**src/hdl/bdsa_pkg.sv**
```systemverilog
// ----------------------------------------------------------------------------
// bdsa_pkg
// Types, register codes and reset values shared by the debounce and
// setpoint adjust unit.
// ----------------------------------------------------------------------------
`default_nettype none

package bdsa_pkg;

    // register map, one 32-bit slot per register at byte address 4*index
    typedef enum logic [2:0] {
        REG_DEBOUNCE_POLLS = 3'd0,
        REG_REST_LEVELS    = 3'd1,
        REG_ALT_STEP       = 3'd2,
        REG_ALT_MIN        = 3'd3,
        REG_ALT_MAX        = 3'd4,
        REG_YAW_STEP       = 3'd5,
        REG_YAW_MIN        = 3'd6,
        REG_FULL_CIRCLE    = 3'd7
    } reg_index_t;

    localparam logic [7:0]         RST_DEBOUNCE_POLLS = 8'd3;
    localparam logic [3:0]         RST_REST_LEVELS    = 4'd12;
    localparam logic [9:0]         RST_ALT_STEP       = 10'd10;
    localparam logic signed [15:0] RST_ALT_MIN        = 16'sd0;
    localparam logic signed [15:0] RST_ALT_MAX        = 16'sd100;
    localparam logic [8:0]         RST_YAW_STEP       = 9'd15;
    localparam logic signed [9:0]  RST_YAW_MIN        = -10'sd180;
    localparam logic [9:0]         RST_FULL_CIRCLE    = 10'd360;

    // event bit positions
    localparam int BTN_UP    = 0;
    localparam int BTN_DOWN  = 1;
    localparam int BTN_LEFT  = 2;
    localparam int BTN_RIGHT = 3;
    localparam int EVT_BITS  = 4;

    typedef struct packed {
        logic [7:0]         debounce_polls;
        logic [3:0]         rest_levels;
        logic [9:0]         alt_step;
        logic signed [15:0] alt_min;
        logic signed [15:0] alt_max;
        logic [8:0]         yaw_step;
        logic signed [9:0]  yaw_min;
        logic [9:0]         full_circle;
    } cfg_t;

    typedef struct packed {
        logic pushed;
        logic released;
    } lane_evt_t;

    typedef struct packed {
        logic [3:0]         pushed_events;
        logic [3:0]         released_events;
        logic signed [15:0] altitude_setpoint;
        logic signed [9:0]  yaw_setpoint;
    } result_t;

endpackage

`default_nettype wire

```
**src/hdl/bdsa_lane.sv**
```systemverilog
// ----------------------------------------------------------------------------
// bdsa_lane
// Counter-based debouncer for one button; reports push and release flips.
// ----------------------------------------------------------------------------
`default_nettype none

module bdsa_lane
    import bdsa_pkg::*;
(
    input  wire logic       aclk,
    input  wire logic       aresetn,
    input  wire logic       advance,
    input  wire logic       level,
    input  wire logic       rest_level,
    input  wire logic       reset_level,
    input  wire logic [7:0] debounce_polls,
    output lane_evt_t       evt
);

    logic       debounced_reg, debounced_next;
    logic [7:0] count_reg, count_next;
    logic [8:0] count_inc;
    logic       disagree;
    logic       flip;

    assign disagree  = (level != debounced_reg);
    assign count_inc = {1'b0, count_reg} + 9'd1;
    // a setting of zero behaves like one
    assign flip      = disagree && (count_inc >= {1'b0, debounce_polls});

    always_comb begin
        debounced_next = debounced_reg;
        count_next     = 8'd0;
        if (flip) begin
            debounced_next = level;
        end else if (disagree) begin
            count_next = count_inc[7:0];
        end
    end

    assign evt.pushed   = flip && (level != rest_level);
    assign evt.released = flip && (level == rest_level);

    always_ff @(posedge aclk) begin
        if (!aresetn) begin
            debounced_reg <= reset_level;
            count_reg     <= 8'd0;
        end else if (advance) begin
            debounced_reg <= debounced_next;
            count_reg     <= count_next;
        end
    end

`ifndef SYNTH
    a_flip_clears_count: assert property (@(posedge aclk) disable iff (!aresetn)
        (advance && flip) |=> (count_reg == 8'd0))
        else $error("debounce count not cleared after flip");
    a_count_below_polls: assert property (@(posedge aclk) disable iff (!aresetn)
        (advance && disagree && !flip) |=> (count_reg != 8'd0))
        else $error("disagreeing poll did not advance count");
`endif

endmodule

`default_nettype wire

```
**src/hdl/bdsa_setpoint.sv**
```systemverilog
// ----------------------------------------------------------------------------
// bdsa_setpoint
// Merge stage: applies this beat's pushes to the altitude (clamped) and yaw
// (wrapped) setpoints in the order up, down, left, right.
// ----------------------------------------------------------------------------
`default_nettype none

module bdsa_setpoint
    import bdsa_pkg::*;
(
    input  wire logic               aclk,
    input  wire logic               aresetn,
    input  wire logic               advance,
    input  wire logic [3:0]         pushed,
    input  wire cfg_t               cfg,
    output logic signed [15:0]      alt_next,
    output logic signed [9:0]       yaw_next
);

    logic signed [15:0] alt_reg;
    logic signed [9:0]  yaw_reg;

    // altitude chain
    logic signed [17:0] alt0, alt_up_sum, alt1, alt_dn_sum, alt_max_x, alt_min_x;
    logic signed [17:0] alt_step_x;

    assign alt0       = {{2{alt_reg[15]}}, alt_reg};
    assign alt_step_x = {8'd0, cfg.alt_step};
    assign alt_max_x  = {{2{cfg.alt_max[15]}}, cfg.alt_max};
    assign alt_min_x  = {{2{cfg.alt_min[15]}}, cfg.alt_min};
    assign alt_up_sum = alt0 + alt_step_x;

    always_comb begin
        alt1 = alt0;
        if (pushed[BTN_UP]) begin
            alt1 = (alt_up_sum > alt_max_x) ? alt_max_x : alt_up_sum;
        end
    end

    assign alt_dn_sum = alt1 - alt_step_x;

    always_comb begin
        alt_next = alt1[15:0];
        if (pushed[BTN_DOWN]) begin
            alt_next = (alt_dn_sum < alt_min_x) ? alt_min_x[15:0] : alt_dn_sum[15:0];
        end
    end

    // yaw chain, 13-bit signed holds every intermediate
    logic signed [12:0] yaw0, yaw1, yaw2, st_x, fc_x, ymin_x, yaw_top;
    logic signed [12:0] left_lim;

    assign yaw0     = {{3{yaw_reg[9]}}, yaw_reg};
    assign st_x     = {4'd0, cfg.yaw_step};
    assign fc_x     = {3'd0, cfg.full_circle};
    assign ymin_x   = {{3{cfg.yaw_min[9]}}, cfg.yaw_min};
    assign left_lim = ymin_x + st_x;
    assign yaw_top  = ymin_x + fc_x - 13'sd1 - st_x;

    always_comb begin
        yaw1 = yaw0;
        if (pushed[BTN_LEFT]) begin
            yaw1 = (yaw0 >= left_lim) ? (yaw0 - st_x) : (yaw0 + fc_x - st_x);
        end
    end

    logic signed [12:0] yaw1_w;
    // wrap result is truncated to 10 bits before the next push sees it
    assign yaw1_w = {{3{yaw1[9]}}, yaw1[9:0]};

    always_comb begin
        yaw2 = yaw1_w;
        if (pushed[BTN_RIGHT]) begin
            yaw2 = (yaw1_w <= yaw_top) ? (yaw1_w + st_x) : (yaw1_w - fc_x + st_x);
        end
    end

    assign yaw_next = yaw2[9:0];

    always_ff @(posedge aclk) begin
        if (!aresetn) begin
            alt_reg <= 16'sd0;
            yaw_reg <= 10'sd0;
        end else if (advance) begin
            alt_reg <= alt_next;
            yaw_reg <= yaw_next;
        end
    end

endmodule

`default_nettype wire

```
**src/hdl/bdsa_out_fifo.sv**
```systemverilog
// ----------------------------------------------------------------------------
// bdsa_out_fifo
// Two-entry result buffer; decouples the result channel from the input so a
// stalled consumer does not stop the next poll beat at once.
// ----------------------------------------------------------------------------
`default_nettype none

module bdsa_out_fifo
    import bdsa_pkg::*;
(
    input  wire logic    aclk,
    input  wire logic    aresetn,
    input  wire logic    push,
    input  wire result_t push_data,
    output logic         not_full,
    output logic         out_valid,
    input  wire logic    out_ready,
    output result_t      out_data
);

    result_t    mem [2];
    logic       wr_ptr_reg, rd_ptr_reg;
    logic [1:0] count_reg, count_next;
    logic       pop;

    assign not_full  = (count_reg != 2'd2);
    assign out_valid = (count_reg != 2'd0);
    assign out_data  = mem[rd_ptr_reg];
    assign pop       = out_valid && out_ready;

    always_comb begin
        count_next = count_reg;
        if (push && !pop) begin
            count_next = count_reg + 2'd1;
        end else if (pop && !push) begin
            count_next = count_reg - 2'd1;
        end
    end

    always_ff @(posedge aclk) begin
        if (push) begin
            mem[wr_ptr_reg] <= push_data;
        end
    end

    always_ff @(posedge aclk) begin
        if (!aresetn) begin
            wr_ptr_reg <= 1'b0;
            rd_ptr_reg <= 1'b0;
            count_reg  <= 2'd0;
        end else begin
            count_reg <= count_next;
            if (push) begin
                wr_ptr_reg <= ~wr_ptr_reg;
            end
            if (pop) begin
                rd_ptr_reg <= ~rd_ptr_reg;
            end
        end
    end

`ifndef SYNTH
    a_no_overflow: assert property (@(posedge aclk) disable iff (!aresetn)
        push |-> not_full)
        else $error("result buffer written while full");
    a_ptr_count: assert property (@(posedge aclk) disable iff (!aresetn)
        (count_reg == 2'd1) |-> (wr_ptr_reg != rd_ptr_reg))
        else $error("result buffer pointers disagree with count");
`endif

endmodule

`default_nettype wire

```
**src/hdl/button_debounce_setpoint_adjust_unit.sv**
```systemverilog
// ----------------------------------------------------------------------------
// button_debounce_setpoint_adjust_unit
// Per-button debounce lanes feeding a setpoint merge stage, with an APB
// register bank and a two-entry result buffer.
// ----------------------------------------------------------------------------
// Throughput: one poll beat per cycle while the result buffer is not
//   full; debounce lanes and the setpoint chain update their state on
//   the edge that accepts the beat, and its result enters the buffer.
// Reset: synchronous, active low; registers return to defaults, debounced
//   levels to the default rest levels, counters and setpoints to zero,
//   result buffer empty. No clearing pass.
// ----------------------------------------------------------------------------
`default_nettype none

module button_debounce_setpoint_adjust_unit
    import bdsa_pkg::*;
#(
    parameter int NUM_BUTTONS = 4
) (
    input  wire logic               aclk,
    input  wire logic               aresetn,
    // poll beats
    input  wire logic               s_valid,
    output logic                    s_ready,
    input  wire logic [3:0]         s_button_levels,
    // results
    output logic                    m_valid,
    input  wire logic               m_ready,
    output logic [3:0]              m_pushed_events,
    output logic [3:0]              m_released_events,
    output logic signed [15:0]      m_altitude_setpoint,
    output logic signed [9:0]       m_yaw_setpoint,
    // register port
    input  wire logic               psel,
    input  wire logic               penable,
    input  wire logic               pwrite,
    input  wire logic [4:0]         paddr,
    input  wire logic [31:0]        pwdata,
    output logic [31:0]             prdata,
    output logic                    pready
);

    cfg_t       cfg_reg;
    logic       cfg_wr;
    reg_index_t cfg_idx;

    assign pready  = 1'b1;
    assign cfg_wr  = psel && penable && pwrite;
    assign cfg_idx = reg_index_t'(paddr[4:2]);

    always_ff @(posedge aclk) begin
        if (!aresetn) begin
            cfg_reg.debounce_polls <= RST_DEBOUNCE_POLLS;
            cfg_reg.rest_levels    <= RST_REST_LEVELS;
            cfg_reg.alt_step       <= RST_ALT_STEP;
            cfg_reg.alt_min        <= RST_ALT_MIN;
            cfg_reg.alt_max        <= RST_ALT_MAX;
            cfg_reg.yaw_step       <= RST_YAW_STEP;
            cfg_reg.yaw_min        <= RST_YAW_MIN;
            cfg_reg.full_circle    <= RST_FULL_CIRCLE;
        end else if (cfg_wr) begin
            case (cfg_idx)
                REG_DEBOUNCE_POLLS: cfg_reg.debounce_polls <= pwdata[7:0];
                REG_REST_LEVELS:    cfg_reg.rest_levels    <= pwdata[3:0];
                REG_ALT_STEP:       cfg_reg.alt_step       <= pwdata[9:0];
                REG_ALT_MIN:        cfg_reg.alt_min        <= pwdata[15:0];
                REG_ALT_MAX:        cfg_reg.alt_max        <= pwdata[15:0];
                REG_YAW_STEP:       cfg_reg.yaw_step       <= pwdata[8:0];
                REG_YAW_MIN:        cfg_reg.yaw_min        <= pwdata[9:0];
                REG_FULL_CIRCLE:    cfg_reg.full_circle    <= pwdata[9:0];
                default: ;
            endcase
        end
    end

    always_comb begin
        case (cfg_idx)
            REG_DEBOUNCE_POLLS: prdata = {24'd0, cfg_reg.debounce_polls};
            REG_REST_LEVELS:    prdata = {28'd0, cfg_reg.rest_levels};
            REG_ALT_STEP:       prdata = {22'd0, cfg_reg.alt_step};
            REG_ALT_MIN:        prdata = {16'd0, cfg_reg.alt_min};
            REG_ALT_MAX:        prdata = {16'd0, cfg_reg.alt_max};
            REG_YAW_STEP:       prdata = {23'd0, cfg_reg.yaw_step};
            REG_YAW_MIN:        prdata = {22'd0, cfg_reg.yaw_min};
            REG_FULL_CIRCLE:    prdata = {22'd0, cfg_reg.full_circle};
            default:            prdata = 32'd0;
        endcase
    end

    // ---------------- debounce lanes ----------------
    logic      advance;
    logic      buf_not_full;
    lane_evt_t lane_evt [NUM_BUTTONS];

    assign s_ready = buf_not_full;
    assign advance = s_valid && s_ready;

    for (genvar i = 0; i < NUM_BUTTONS; i++) begin : g_lane
        logic lvl, rest, rst_lvl;
        if (i < EVT_BITS) begin : g_real
            assign lvl     = s_button_levels[i];
            assign rest    = cfg_reg.rest_levels[i];
            assign rst_lvl = RST_REST_LEVELS[i];
        end else begin : g_extra
            // extra buttons sit at level zero with rest level zero
            assign lvl     = 1'b0;
            assign rest    = 1'b0;
            assign rst_lvl = 1'b0;
        end

        bdsa_lane u_lane (
            .aclk           (aclk),
            .aresetn        (aresetn),
            .advance        (advance),
            .level          (lvl),
            .rest_level     (rest),
            .reset_level    (rst_lvl),
            .debounce_polls (cfg_reg.debounce_polls),
            .evt            (lane_evt[i])
        );
    end

    logic [3:0] pushed4, released4;

    for (genvar j = 0; j < EVT_BITS; j++) begin : g_evt
        if (j < NUM_BUTTONS) begin : g_on
            assign pushed4[j]   = lane_evt[j].pushed;
            assign released4[j] = lane_evt[j].released;
        end else begin : g_off
            assign pushed4[j]   = 1'b0;
            assign released4[j] = 1'b0;
        end
    end

    // ---------------- merge stage ----------------
    logic signed [15:0] alt_next;
    logic signed [9:0]  yaw_next;

    bdsa_setpoint u_setpoint (
        .aclk     (aclk),
        .aresetn  (aresetn),
        .advance  (advance),
        .pushed   (pushed4),
        .cfg      (cfg_reg),
        .alt_next (alt_next),
        .yaw_next (yaw_next)
    );

    // ---------------- result buffer ----------------
    result_t res_in, res_out;

    assign res_in.pushed_events     = pushed4;
    assign res_in.released_events   = released4;
    assign res_in.altitude_setpoint = alt_next;
    assign res_in.yaw_setpoint      = yaw_next;

    bdsa_out_fifo u_out_fifo (
        .aclk      (aclk),
        .aresetn   (aresetn),
        .push      (advance),
        .push_data (res_in),
        .not_full  (buf_not_full),
        .out_valid (m_valid),
        .out_ready (m_ready),
        .out_data  (res_out)
    );

    assign m_pushed_events     = res_out.pushed_events;
    assign m_released_events   = res_out.released_events;
    assign m_altitude_setpoint = res_out.altitude_setpoint;
    assign m_yaw_setpoint      = res_out.yaw_setpoint;

endmodule

`default_nettype wire

```
**config.mk**
```make
export PLATFORM = sky130hd
export DESIGN_NAME = button_debounce_setpoint_adjust_unit
export DESIGN_NICKNAME = d
export VERILOG_FILES = /design/src/hdl/bdsa_pkg.sv /design/src/hdl/bdsa_lane.sv /design/src/hdl/bdsa_setpoint.sv /design/src/hdl/bdsa_out_fifo.sv /design/src/hdl/button_debounce_setpoint_adjust_unit.sv
export SDC_FILE = /design/constraint.sdc
export NUM_CORES = 1
export LEC_CHECK = 0
export BUFFER_PORTS_ARGS = -buffer_cell sky130_fd_sc_hd__buf_2
export CAP_MARGIN = 0
export CELL_PAD_IN_SITES_DETAIL_PLACEMENT = 1
export CELL_PAD_IN_SITES_GLOBAL_PLACEMENT = 1
export CORE_ASPECT_RATIO = 1.75
export CORE_MARGIN = 4
export CORE_UTILIZATION = 51
export DETAILED_ROUTE_END_ITERATION = 12
export GPL_TIMING_DRIVEN = 1
export PLACE_DENSITY = 0.94
export SYNTH_ARGS = -nofsm -noshare
export SYNTH_HDL_FRONTEND = slang
export SYNTH_SLANG_ARGS = --single-unit
```
**constraint.sdc**
```tcl
create_clock -name aclk -period 22.1 [get_ports aclk]
set_input_delay 2.21 -clock aclk [delete_from_list [all_inputs] [get_ports aclk]]
set_output_delay 2.21 -clock aclk [all_outputs]
set_load 0.005 [all_outputs]
```
==> qor.txt, run 1 <==
Height of the die: 245 µm
WP data required: 22.58 ns
Syn Area/Cell: 8.65 µm²
Worst path slowest cell: a31oi_2
Peak VDD IR: 0.181 mV
Commonest non-fill, non-tap cell in the layout: nand2_1
Share of async-settable or async-resettable flops after synthesis: 0%
Post-Place Cells: 2315
Max FFs per register: 83
Net Switching: 0.757 mW
Global-route wire length before repair: 101000 µm
CP peak stage delay: 0.92 ns
Hold Path Depth: 2
# DRC: 0
RR Endpoint: u_setpoint.alt_reg[11]$_SDFFE_PN0P_
Leak pwr: 7.58 nW
Die span in x: 144 µm
Skew final: 0.0370 ns
Mapped cell area: 0.0164 mm²
CTS resizes: 0
WP data arrival: 11.95 ns
R2R setup slack: 10.63 ns
Final nets: 2198
Max clock buf depth: 3
Seq pwr share: 29.3%
Number of setup violations in the final report: 0
Core ar.: 0.0316 mm²
Cells after Synth: 1896
Pwr/cell area: 97.7 mW/mm²
CP max FO: 16
Yosys warnings: 0
TritonCTS clock tree: done
Yosys cell types: 75
DR vias/cell: 6.73
DR WL/cell: 28.2 µm
EDFF count, synth: 68
Sw frac: 43.5%
Period utilization: 51.9%
Post-Layout Cell Count: 2362
Final wirelength: 66700 µm
WHS Endpoint: cfg_reg[37]$_SDFFE_PN0P_
Rows: 86
CTS sink cnt: 218
Most frequent cells in the layout: nand2_1, ha_1, a21oi_1
Hold Path Class: reg2reg
Crit end category: register
Setup TNS Final: 0 ns
Sequential share of the synthesized area: 30.8%
RSZ-0062 raised after global routing: no
Fin area: 0.0178 mm²
RR Startpoint: cfg_reg[61]$_SDFFE_PN0P_
Slew @ Worst Pin: 1.44 ns
IO Count: 117
Max Cap Viol: 0
Int Power: 0.984 mW
Initial core utilization: 51.8%
Reg2reg path depth: 39
CP Class: reg2reg
Total grt overflow: 0
Worst slew margin relative to its limit: 3.94%
Placed cell area: 0.0171 mm²
Final Max Slew Viols: 0
Total number of vias: 15900
DP HPWL: 45700 µm
Final hold vios: 0
Largest net degree at the start of global routing: 76
Gp weighted congestion: 0.957
Overall track demand over capacity in global routing: 37.6%
Number of global-route vias before repair: 17600
Post-CTS Hold Fix Bufs: 0
Layout cells sized above 1: 10.1%
Cts bufs inserted: 23
Main flop type after synthesis: dfxtp_1
Final core area utilization: 56.3%
Combinational power share: 48.5%
Antenna violations before repair: 5
CTS root buffer: clkbuf_16
ANT nets after route: 0
Clock share of power: 22.2%
Clock-pin slew on the worst setup and hold paths: 0.08 ns
#FFs+latches synth: 218
Hold_sp: cfg_reg[37]$_SDFFE_PN0P_
Skew-Pair Late Insertion Delay: 0.59 ns
Pre-antenna DRT Iters: 6
Tmin final: 11.47 ns
FMAX: 87.2 MHz
Post-CTS setup buffers: 0
CTS H-Tree Depth: 1
Die area: 0.0352 mm²
Initial DRC Count: 1421
P&R area growth vs syn: 8.60%
Status: completed
I/O Buffers: 81
CP Launch Type: register
-- kinds of logic (layout without fill, tap and decap cells) --
| group | after synthesis | after routing | share of synthesized area [%] |
|---|---|---|---|
| AND/OR/NAND/NOR | 540 | 540 | 14.8 |
| AO/OA/AOI/OAI | 469 | 469 | 18.3 |
| buffers and inverters | 236 | 286 | 5.85 |
| flip-flops | 218 | 218 | 30.8 |
| adder cells (fa/ha/maj) | 206 | 206 | 16.9 |
| XOR/XNOR | 114 | 114 | 6.09 |
| multiplexers | 111 | 111 | 7.38 |
| other | 2 | 22 | 0.0458 |
-- power groups by stage --
stage	logic, mW	clock network, mW	registers, mW
final	0.844	0.387	0.509
after global routing	0.903	0.401	0.512
after CTS	0.809	0.382	0.508
after detailed placement	0.787	0	0.516
after global placement	0.722	0	0.509
after floorplan	0.548	0	0.500
-- worst max-delay path, delay by kind of cell (launching register included) --
kind / cells / cell delay, ns
adders and majority gates: 5 / 1.63
DFF: 1 / 0.49
AOI/OAI and AO/OA: 19 / 6.03
and+or+nand+nor: 11 / 2.72
buffers and inverters: 2 / 0.21
xor gates and xnor gates: 2 / 0.28
-- cells in the mapped netlist, drive strengths merged, types with 29 or more instances --
cell type | count | share of area (%)
mux2i | 67 | 4.1
xnor2 | 64 | 3.4
buf | 30 | 1.1
o21ai | 88 | 2.7
nand2 | 214 | 5.0
nor2b | 29 | 1.1
edfxtp | 68 | 12
clkbuf | 59 | 1.4
o211ai | 31 | 1.4
inv | 145 | 3.3
xor2 | 50 | 2.7
nand3 | 35 | 1.1
mux2 | 40 | 2.7
a21oi | 163 | 5.0
ha | 181 | 14
dfxtp | 150 | 18
nor2 | 160 | 3.7
-- how the worst max path moves through the flow --
| stage | from | endpoint | slack [ns] | cells after the start |
|---|---|---|---|---|
| floorplan | cfg_reg[61]$_SDFFE_PN0P_ | u_out_fifo.mem[0][12]$_DFFE_PP_ | 14.23 | 36 |
| global route | cfg_reg[61]$_SDFFE_PN0P_ | u_setpoint.alt_reg[11]$_SDFFE_PN0P_ | 10.39 | 39 |
| CTS | cfg_reg[61]$_SDFFE_PN0P_ | u_setpoint.alt_reg[11]$_SDFFE_PN0P_ | 11.36 | 39 |
| finish | cfg_reg[61]$_SDFFE_PN0P_ | u_setpoint.alt_reg[11]$_SDFFE_PN0P_ | 10.63 | 39 |
| detailed placement | cfg_reg[61]$_SDFFE_PN0P_ | u_setpoint.alt_reg[11]$_SDFFE_PN0P_ | 11.67 | 39 |
| global placement | cfg_reg[62]$_SDFFE_PN1P_ | u_setpoint.alt_reg[11]$_SDFFE_PN0P_ | 12.57 | 35 |
-- area by class of cell --
class                   count  area [µm²]
repair buffers             97         526
flip-flops and latches    218        5040
fillers                  3755       13800
clock inverters            13        87.6
diodes                      5        12.5
inverters                 147         553
well taps                 396         495
clock buffers              29         608
multi-input cells        1457       10500
-- per-stage QoR --
stage                     hold WS [ns]  setup WS [ns]  total power, mW
after floorplan                  0.436          14.23             1.05
after global placement           0.442          12.57             1.23
after detailed placement         0.456          11.67             1.30
after CTS                        0.488          11.36             1.70
after global routing             0.507          10.39             1.82
final                            0.486          10.63             1.74
-- layer usage --
metal	GRT usage, %	up-vias	share of wire, %	routed length [µm]
met3	9.26	520	7.5	4990
met4	34.2	2	12	8020
met2	64.2	961	49	32600
met5	0	-	0.011	7
met1	36.4	7675	32	21100
li1	-	6741	-	-
Power figures use the tool's default switching activity.
==> inputs of run 2 (changes only) <==
--- a/config.mk
+++ b/config.mk
@@ -5,16 +5,17 @@
 export SDC_FILE = /design/constraint.sdc
 export NUM_CORES = 1
 export LEC_CHECK = 0
+export ABC_AREA = 1
 export BUFFER_PORTS_ARGS = -buffer_cell sky130_fd_sc_hd__buf_2
 export CAP_MARGIN = 0
 export CELL_PAD_IN_SITES_DETAIL_PLACEMENT = 1
 export CELL_PAD_IN_SITES_GLOBAL_PLACEMENT = 1
 export CORE_ASPECT_RATIO = 1.75
 export CORE_MARGIN = 4
-export CORE_UTILIZATION = 51
+export CORE_UTILIZATION = 42
 export DETAILED_ROUTE_END_ITERATION = 12
 export GPL_TIMING_DRIVEN = 1
-export PLACE_DENSITY = 0.94
+export PLACE_DENSITY = 0.85
 export SYNTH_ARGS = -nofsm -noshare
 export SYNTH_HDL_FRONTEND = slang
 export SYNTH_SLANG_ARGS = --single-unit
==> constraint.sdc (replaced) <==
create_clock -name aclk -period 10.35 [get_ports aclk]
set_input_delay 1.035 -clock aclk [delete_from_list [all_inputs] [get_ports aclk]]
set_output_delay 1.035 -clock aclk [all_outputs]
set_load 0.005 [all_outputs]
==> qor.txt, run 2 <==
Slew @ Worst Pin: 1.14 ns (-0.297 ns)
Die area: 0.0428 mm² (+21%)
Worst path slowest cell: nand2_2
Worst slew margin relative to its limit: 23.8% (+20 points)
Final hold vios: 0 (unchanged)
Antenna violations before repair: 3 (-2)
Clock-pin slew on the worst setup and hold paths: 0.07 ns (about the same)
Total grt overflow: 0 (unchanged)
Share of async-settable or async-resettable flops after synthesis: 0% (unchanged)
Total number of vias: 15500 (-2.5%)
Overall track demand over capacity in global routing: 26.3% (-11 points)
Commonest cells in the netlist: nand2_1, inv_1, a21oi_1
CP dominant cell by count: nand2_1
Height of the die: 271 µm (+10%)
Cts bufs inserted: 22 (-4.3%)
IO Count: 117 (unchanged)
Count leader, synth: nand2_1
Setup TNS Final: 0 ns (unchanged)
Cell taking the most area after synthesis: dfxtp_1
Number of global-route vias before repair: 17100 (-2.9%)
Final wirelength: 57200 µm (-14%)
Main flop type after synthesis: dfxtp_1
Largest net degree at the start of global routing: 79 (+3.9%)
TritonCTS clock tree: done
Area occupied by multi-input gates: 0.0100 mm² (-4.4%)
# DRC: 0 (unchanged)
Skew-Pair Late Insertion Delay: 0.54 ns (-0.05 ns)
Fin Hold WS: 0.501 ns (+0.0148 ns)
Post-CTS Hold Fix Bufs: 0 (unchanged)
Max clock buf depth: 3 (unchanged)
Initial core utilization: 42.4% (-9.5 points)
Skew final: 0.0103 ns (-0.0266 ns)
CP Launch Type: register
Commonest non-fill, non-tap cell in the layout: nand2_1
Setup ws final: 1.17 ns (-9.45 ns)
Cells after Synth: 2147 (+13%)
Mapped cell area: 0.0165 mm² (+0.88%)
Max Cap Viol: 0 (unchanged)
Yosys cell types: 61 (-19%)
Leak pwr: 8.68 nW (+15%)
CTS sink cnt: 218 (unchanged)
Die span in x: 158 µm (+10%)
EDFF count, synth: 68 (unchanged)
CP max FO: 27 (+11)
DR WL/cell: 21.1 µm (-25%)
I/O Buffers: 81 (unchanged)
Pwr/cell area: 211 mW/mm² (+120%)
Pre-CTS setup slack: 1.43 ns (-10.24 ns)
Global-route wire length before repair: 88200 µm (-12%)
Gp weighted congestion: 0.909 (-5.0%)
Pre-antenna DRT Iters: 5 (-1)
WP data arrival: 9.60 ns (-2.35 ns)
P&R area growth vs syn: 9.35%
FMAX: 109 MHz (+25%)
Post-CTS setup buffers: 0 (unchanged)
ANT nets after route: 0 (unchanged)
Crit end category: register
Sequential share of the synthesized area: 30.5% (-0.27 points)
DP HPWL: 45000 µm (-1.6%)
Tmin final: 9.18 ns (-2.30 ns)
Core ar.: 0.0390 mm² (+23%)
Initial DRC Count: 748 (-47%)
Period utilization: 88.7% (+37 points)
Rows: 96 (+12%)
Most frequent cells in the layout: nand2_1, inv_1, a21oi_1
CTS root buffer: clkbuf_16
FF+latch area: 0.00504 mm² (unchanged)
Final nets: 2460 (+12%)
Fillers: 4859 (+29%)
Number of setup violations in the final report: 0 (unchanged)
Final Max Slew Viols: 0 (unchanged)
Syn Area/Cell: 7.71 µm² (-11%)
Hold Path Class: reg2reg
DR vias/cell: 5.71 (-15%)
WP data required: 10.77 ns (-11.81 ns)
CTS H-Tree Depth: 1 (unchanged)
Max FFs per register: 83 (unchanged)
RSZ-0062 raised after global routing: no
CTS resizes: 0 (unchanged)
Synth area leaders: dfxtp_1, ha_1, edfxtp_1, nand2_1, a21oi_1
Synth top area share: 18.1% (-0.16 points)
CP Class: reg2reg
Peak VDD IR: 0.164 mV (-9.5%)
Final core area utilization: 46.3% (-10 points)
Yosys warnings: 0 (unchanged)
#FFs+latches synth: 218 (unchanged)
CP peak stage delay: 0.46 ns (-0.46 ns)
Layout cells sized above 1: 9.86% (-0.24 points)
Status: completed
==> run 2: final cells by class <==
class	instances	share of cell area [%]
Antenna cell	3	0.0415
Clock buffer	26	3.18
Clock inverter	14	0.768
Inverter	317	6.62
Multi-Input combinational cell	1554	55.4
Sequential cell	218	27.9
Tap cell	490	3.39
Timing Repair Buffer	93	2.74
==> run 2: per-layer routing <==
layer	GRT usage [%]	routed length [µm]
met5	0	0
met4	23.7	6320
met3	2.50	1830
met1	22.7	17800
met2	50.9	31200
==> run 2: worst max-delay path: cells and delay by family (launching register included) <==
family	cells	cell delay [ns]
adder cells (fa/ha/maj)	6	1.82
AO/OA/AOI/OAI	9	2.25
XOR/XNOR	2	0.37
buffers and inverters	6	0.70
flip-flops	1	0.40
AND/OR/NAND/NOR	26	3.51
==> run 2: path summary, 6_finish.rpt <==
kind | endpoint | startpoint | cells after the start | slack (ns)
worst max-delay path | u_setpoint.alt_reg[0]$_SDFFE_PN0P_ | cfg_reg[61]$_SDFFE_PN0P_ | 49 | 1.17
worst min-delay path | g_lane[2].u_lane.debounced_reg$_SDFFE_PN1P_ | g_lane[2].u_lane.debounced_reg$_SDFFE_PN1P_ | 2 | 0.50
worst max register to register | u_setpoint.alt_reg[0]$_SDFFE_PN0P_ | cfg_reg[61]$_SDFFE_PN0P_ | 49 | 1.17
worst min register to register | g_lane[2].u_lane.debounced_reg$_SDFFE_PN1P_ | g_lane[2].u_lane.debounced_reg$_SDFFE_PN1P_ | 2 | 0.50
==> run 2: per-stage QoR <==
stage | total power, mW | cells | cell area [µm²]
floorplan | 2.36 | 2162 | 16600
global placement | 2.89 | 2672 | 17400
detailed placement | 2.99 | 2672 | 17400
CTS | 3.82 | 2712 | 18100
global route | 4.08 | 2715 | 18100
finish | 3.82 | 2715 | 18100
==> run 2: cell families after synthesis <==
| logic type | synth area share (%) |
|---|---|
| AND/OR/NAND/NOR | 18.5 |
| buffers and inverters | 9.40 |
| flip-flops | 30.5 |
| XOR/XNOR | 5.29 |
| other | 0.0454 |
| multiplexers | 2.31 |
| adder cells (fa/ha/maj) | 16.7 |
| AO/OA/AOI/OAI | 17.3 |
==> run 2: where the power goes <==
part           internal, mW  leakage, nW  switching, mW
sequential             1.02         1.87         0.0627
clock                 0.434        0.345          0.383
combinational         0.638         6.47           1.28
==> inputs of run 3 (changes only) <==
--- a/config.mk
+++ b/config.mk
@@ -10,12 +10,13 @@
 export CAP_MARGIN = 0
 export CELL_PAD_IN_SITES_DETAIL_PLACEMENT = 1
 export CELL_PAD_IN_SITES_GLOBAL_PLACEMENT = 1
-export CORE_ASPECT_RATIO = 1.75
+export CORE_ASPECT_RATIO = 1.5
 export CORE_MARGIN = 4
 export CORE_UTILIZATION = 42
 export DETAILED_ROUTE_END_ITERATION = 12
-export GPL_TIMING_DRIVEN = 1
+export GPL_TIMING_DRIVEN = 0
 export PLACE_DENSITY = 0.85
 export SYNTH_ARGS = -nofsm -noshare
 export SYNTH_HDL_FRONTEND = slang
+export SYNTH_HIERARCHICAL = 1
 export SYNTH_SLANG_ARGS = --single-unit
==> qor.txt, run 3 <==
RSZ-0062 raised after global routing: no
Combinational power share: 46.7% (-3.6 points)
CTS sink cnt: 218 (unchanged)
Max Cap Viol: 0 (unchanged)
Syn Area/Cell: 7.56 µm² (-1.8%)
#FFs+latches synth: 218 (unchanged)
Mapped cell area: 0.0175 mm² (+5.5%)
Final nets: 2681 (+9.0%)
Skew-Pair Late Insertion Delay: 0.53 ns (about the same)
Int Power: 2.06 mW (-1.4%)
Post-CTS setup buffers: 0 (unchanged)
DR vias/cell: 5.46 (-4.4%)
Number of global-route vias before repair: 17700 (+3.6%)
Height of the die: 258 µm (-4.8%)
P&R area growth vs syn: 11.2%
Setup TNS Final: 0 ns (unchanged)
Synth area leaders: dfxtp_1, edfxtp_1, ha_1, nand2_1, inv_1
ANT nets after route: 0 (unchanged)
Yosys cell types: 59 (-3.3%)
WP data required: 10.62 ns (-0.15 ns)
Commonest cells in the netlist: nand2_1, inv_1, nor2_1
Share of async-settable or async-resettable flops after synthesis: 0% (unchanged)
Pwr/cell area: 185 mW/mm² (-12%)
Gp weighted congestion: 0.965 (+6.1%)
Overall track demand over capacity in global routing: 26.5% (+0.18 points)
IO Count: 117 (unchanged)
Number of setup violations in the final report: 0 (unchanged)
DP HPWL: 48600 µm (+8.0%)
Max FFs per register: 83 (unchanged)
Main flop type after synthesis: dfxtp_1
CP Class: reg2reg
Clock-pin slew on the worst setup and hold paths: 0.06 ns (about the same)
WP data arrival: 8.93 ns (-0.67 ns)
Post-Place Cells: 2958 (+11%)
CTS resizes: 0 (unchanged)
Final hold vios: 0 (unchanged)
Post-Layout Cell Count: 3003 (+11%)
Period utilization: 83.7% (-5.0 points)
Yosys warnings: 6 (+6)
Peak VDD IR: 0.161 mV (-2.0%)
Skew final: 0.0146 ns (+0.00426 ns)
Cts bufs inserted: 24 (+9.1%)
Die area: 0.0449 mm² (+5.1%)
TritonCTS clock tree: done
Count leader, synth: nand2_1
Net Switching: 1.53 mW (-11%)
Crit end category: register
Total grt overflow: 0 (unchanged)
Tmin final: 8.66 ns (-0.513 ns)
Total number of vias: 16400 (+5.7%)
CP max FO: 10 (-63%)
Initial core utilization: 42.5% (+0.074 points)
Worst slew margin relative to its limit: 31.4% (+7.6 points)
Cell taking the most area after synthesis: dfxtp_1
CP Launch Type: register
Global-route wire length before repair: 94800 µm (+7.5%)
Initial DRC Count: 924 (+24%)
DR WL/cell: 20.2 µm (-4.2%)
CTS root buffer: clkbuf_16
Slew @ Worst Pin: 1.03 ns (-0.113 ns)
Final wirelength: 60600 µm (+6.0%)
Die span in x: 174 µm (+10%)
Hold Path Class: reg2reg
N_diodes: 0 (-3)
I/O Buffers: 74 (-8.6%)
CTS H-Tree Depth: 1 (unchanged)
Worst path slowest cell: nor2_1
Layout cells sized above 1: 11.5% (+1.7 points)
Antenna violations before repair: 1 (-2)
Fillers: 5148 (+5.9%)
FMAX: 115 MHz (+5.9%)
EDFF count, synth: 72 (+5.9%)
Synth top area share: 16.7% (-1.4 points)
Rows: 91 (-5.2%)
Seq pwr share: 29.7% (+1.4 points)
Final Max Slew Viols: 0 (unchanged)
# DRC: 0 (unchanged)
Core ar.: 0.0411 mm² (+5.3%)
Sequential share of the synthesized area: 29.1% (-1.4 points)
Status: completed
Post-CTS Hold Fix Bufs: 0 (unchanged)
Commonest non-fill, non-tap cell in the layout: nand2_1
Max clock buf depth: 3 (unchanged)
Sw frac: 42.6% (-2.6 points)
Pre-antenna DRT Iters: 5 (unchanged)
CP peak stage delay: 0.50 ns (+0.04 ns)
Cells after Synth: 2307 (+7.5%)
Largest net degree at the start of global routing: 35 (-56%)
Clock share of power: 23.6% (+2.2 points)
R2R setup slack: 1.69 ns (+0.51 ns)
CP dominant cell by count: nand2_1
Most frequent cells in the layout: nand2_1, inv_1, nor2_1
Leak pwr: 9.39 nW (+8.2%)
-- run 3: critical path: cells and delay by family, from the launching register on --
family	cells	cell delay (ns)
AND/OR/NAND/NOR	24	3.05
adder cells (fa/ha/maj)	5	1.28
flip-flops	1	0.40
buffers and inverters	7	1.63
multiplexers	1	0.32
AO/OA/AOI/OAI	7	1.34
XOR/XNOR	2	0.36
-- run 3: worst paths after layout --
kind / from / end / cells past startpoint
setup / recovery: g_lane[0].u_lane/count_reg[0]$_SDFFE_PN0P_ / u_out_fifo/mem[0][10]$_DFFE_PP_ / 46
hold / removal: g_lane[2].u_lane/count_reg[5]$_SDFFE_PN0P_ / g_lane[2].u_lane/count_reg[5]$_SDFFE_PN0P_ / 2
setup reg to reg: g_lane[0].u_lane/count_reg[0]$_SDFFE_PN0P_ / u_out_fifo/mem[0][10]$_DFFE_PP_ / 46
hold reg to reg: g_lane[2].u_lane/count_reg[5]$_SDFFE_PN0P_ / g_lane[2].u_lane/count_reg[5]$_SDFFE_PN0P_ / 2
-- run 3: area by class of cell --
cell class              instances  area, µm²  area share [%]
plain buffers                  75        480            2.48
inverters                     376       1420            7.31
clock buffers                  30        674            3.48
multi-input cells            1657      10500            54.4
flip-flops and latches        218       5080            26.2
clock inverters                14       98.8           0.510
well taps                     558        698            3.60
repair buffers                 75        398            2.05
-- run 3: logic make-up (layout without fill, tap and decap cells) --
family | after synthesis | in the layout | synth area share [%]
other | 2 | 21 | 0.0430
XOR/XNOR | 77 | 77 | 4.04
multiplexers | 35 | 35 | 2.90
AO/OA/AOI/OAI | 409 | 409 | 13.3
adder cells (fa/ha/maj) | 206 | 206 | 16.2
flip-flops | 218 | 218 | 29.1
buffers and inverters | 451 | 570 | 10.9
AND/OR/NAND/NOR | 909 | 909 | 23.5
-- run 3: metal layers --
metal	vias to the layer above	global-route usage, %	part of all wire (%)
met2	434	48.4	50
met4	2	18.7	8.4
met3	227	3.12	3.7
li1	7803	-	-
met1	7920	28.1	37
met5	-	0	0.021
-- run 3: power groups by stage --
| stage | clock network, mW | logic [mW] | registers [mW] |
|---|---|---|---|
| finish | 0.849 | 1.68 | 1.07 |
| global route | 0.900 | 1.87 | 1.08 |
| CTS | 0.861 | 1.67 | 1.07 |
| detailed placement | 0 | 1.66 | 1.09 |
| global placement | 0 | 1.57 | 1.08 |
| floorplan | 0 | 1.16 | 1.06 |
-- run 3: stage by stage --
stage | hold WS, ns | power, mW | cell area, µm² | worst slack, ns | utilization (%)
6_report | 0.483 | 3.60 | 19400 | 1.69 | 47.2
4_1_cts | 0.485 | 3.60 | 19400 | 1.72 | 47.1
5_1_grt | 0.500 | 3.85 | 19400 | 0.969 | 47.2
3_3_place_gp | 0.469 | 2.65 | 18600 | 2.05 | 45.2
2_1_floorplan | 0.451 | 2.21 | 17500 | 3.69 | -
3_5_place_dp | 0.475 | 2.74 | 18600 | 1.75 | 45.2
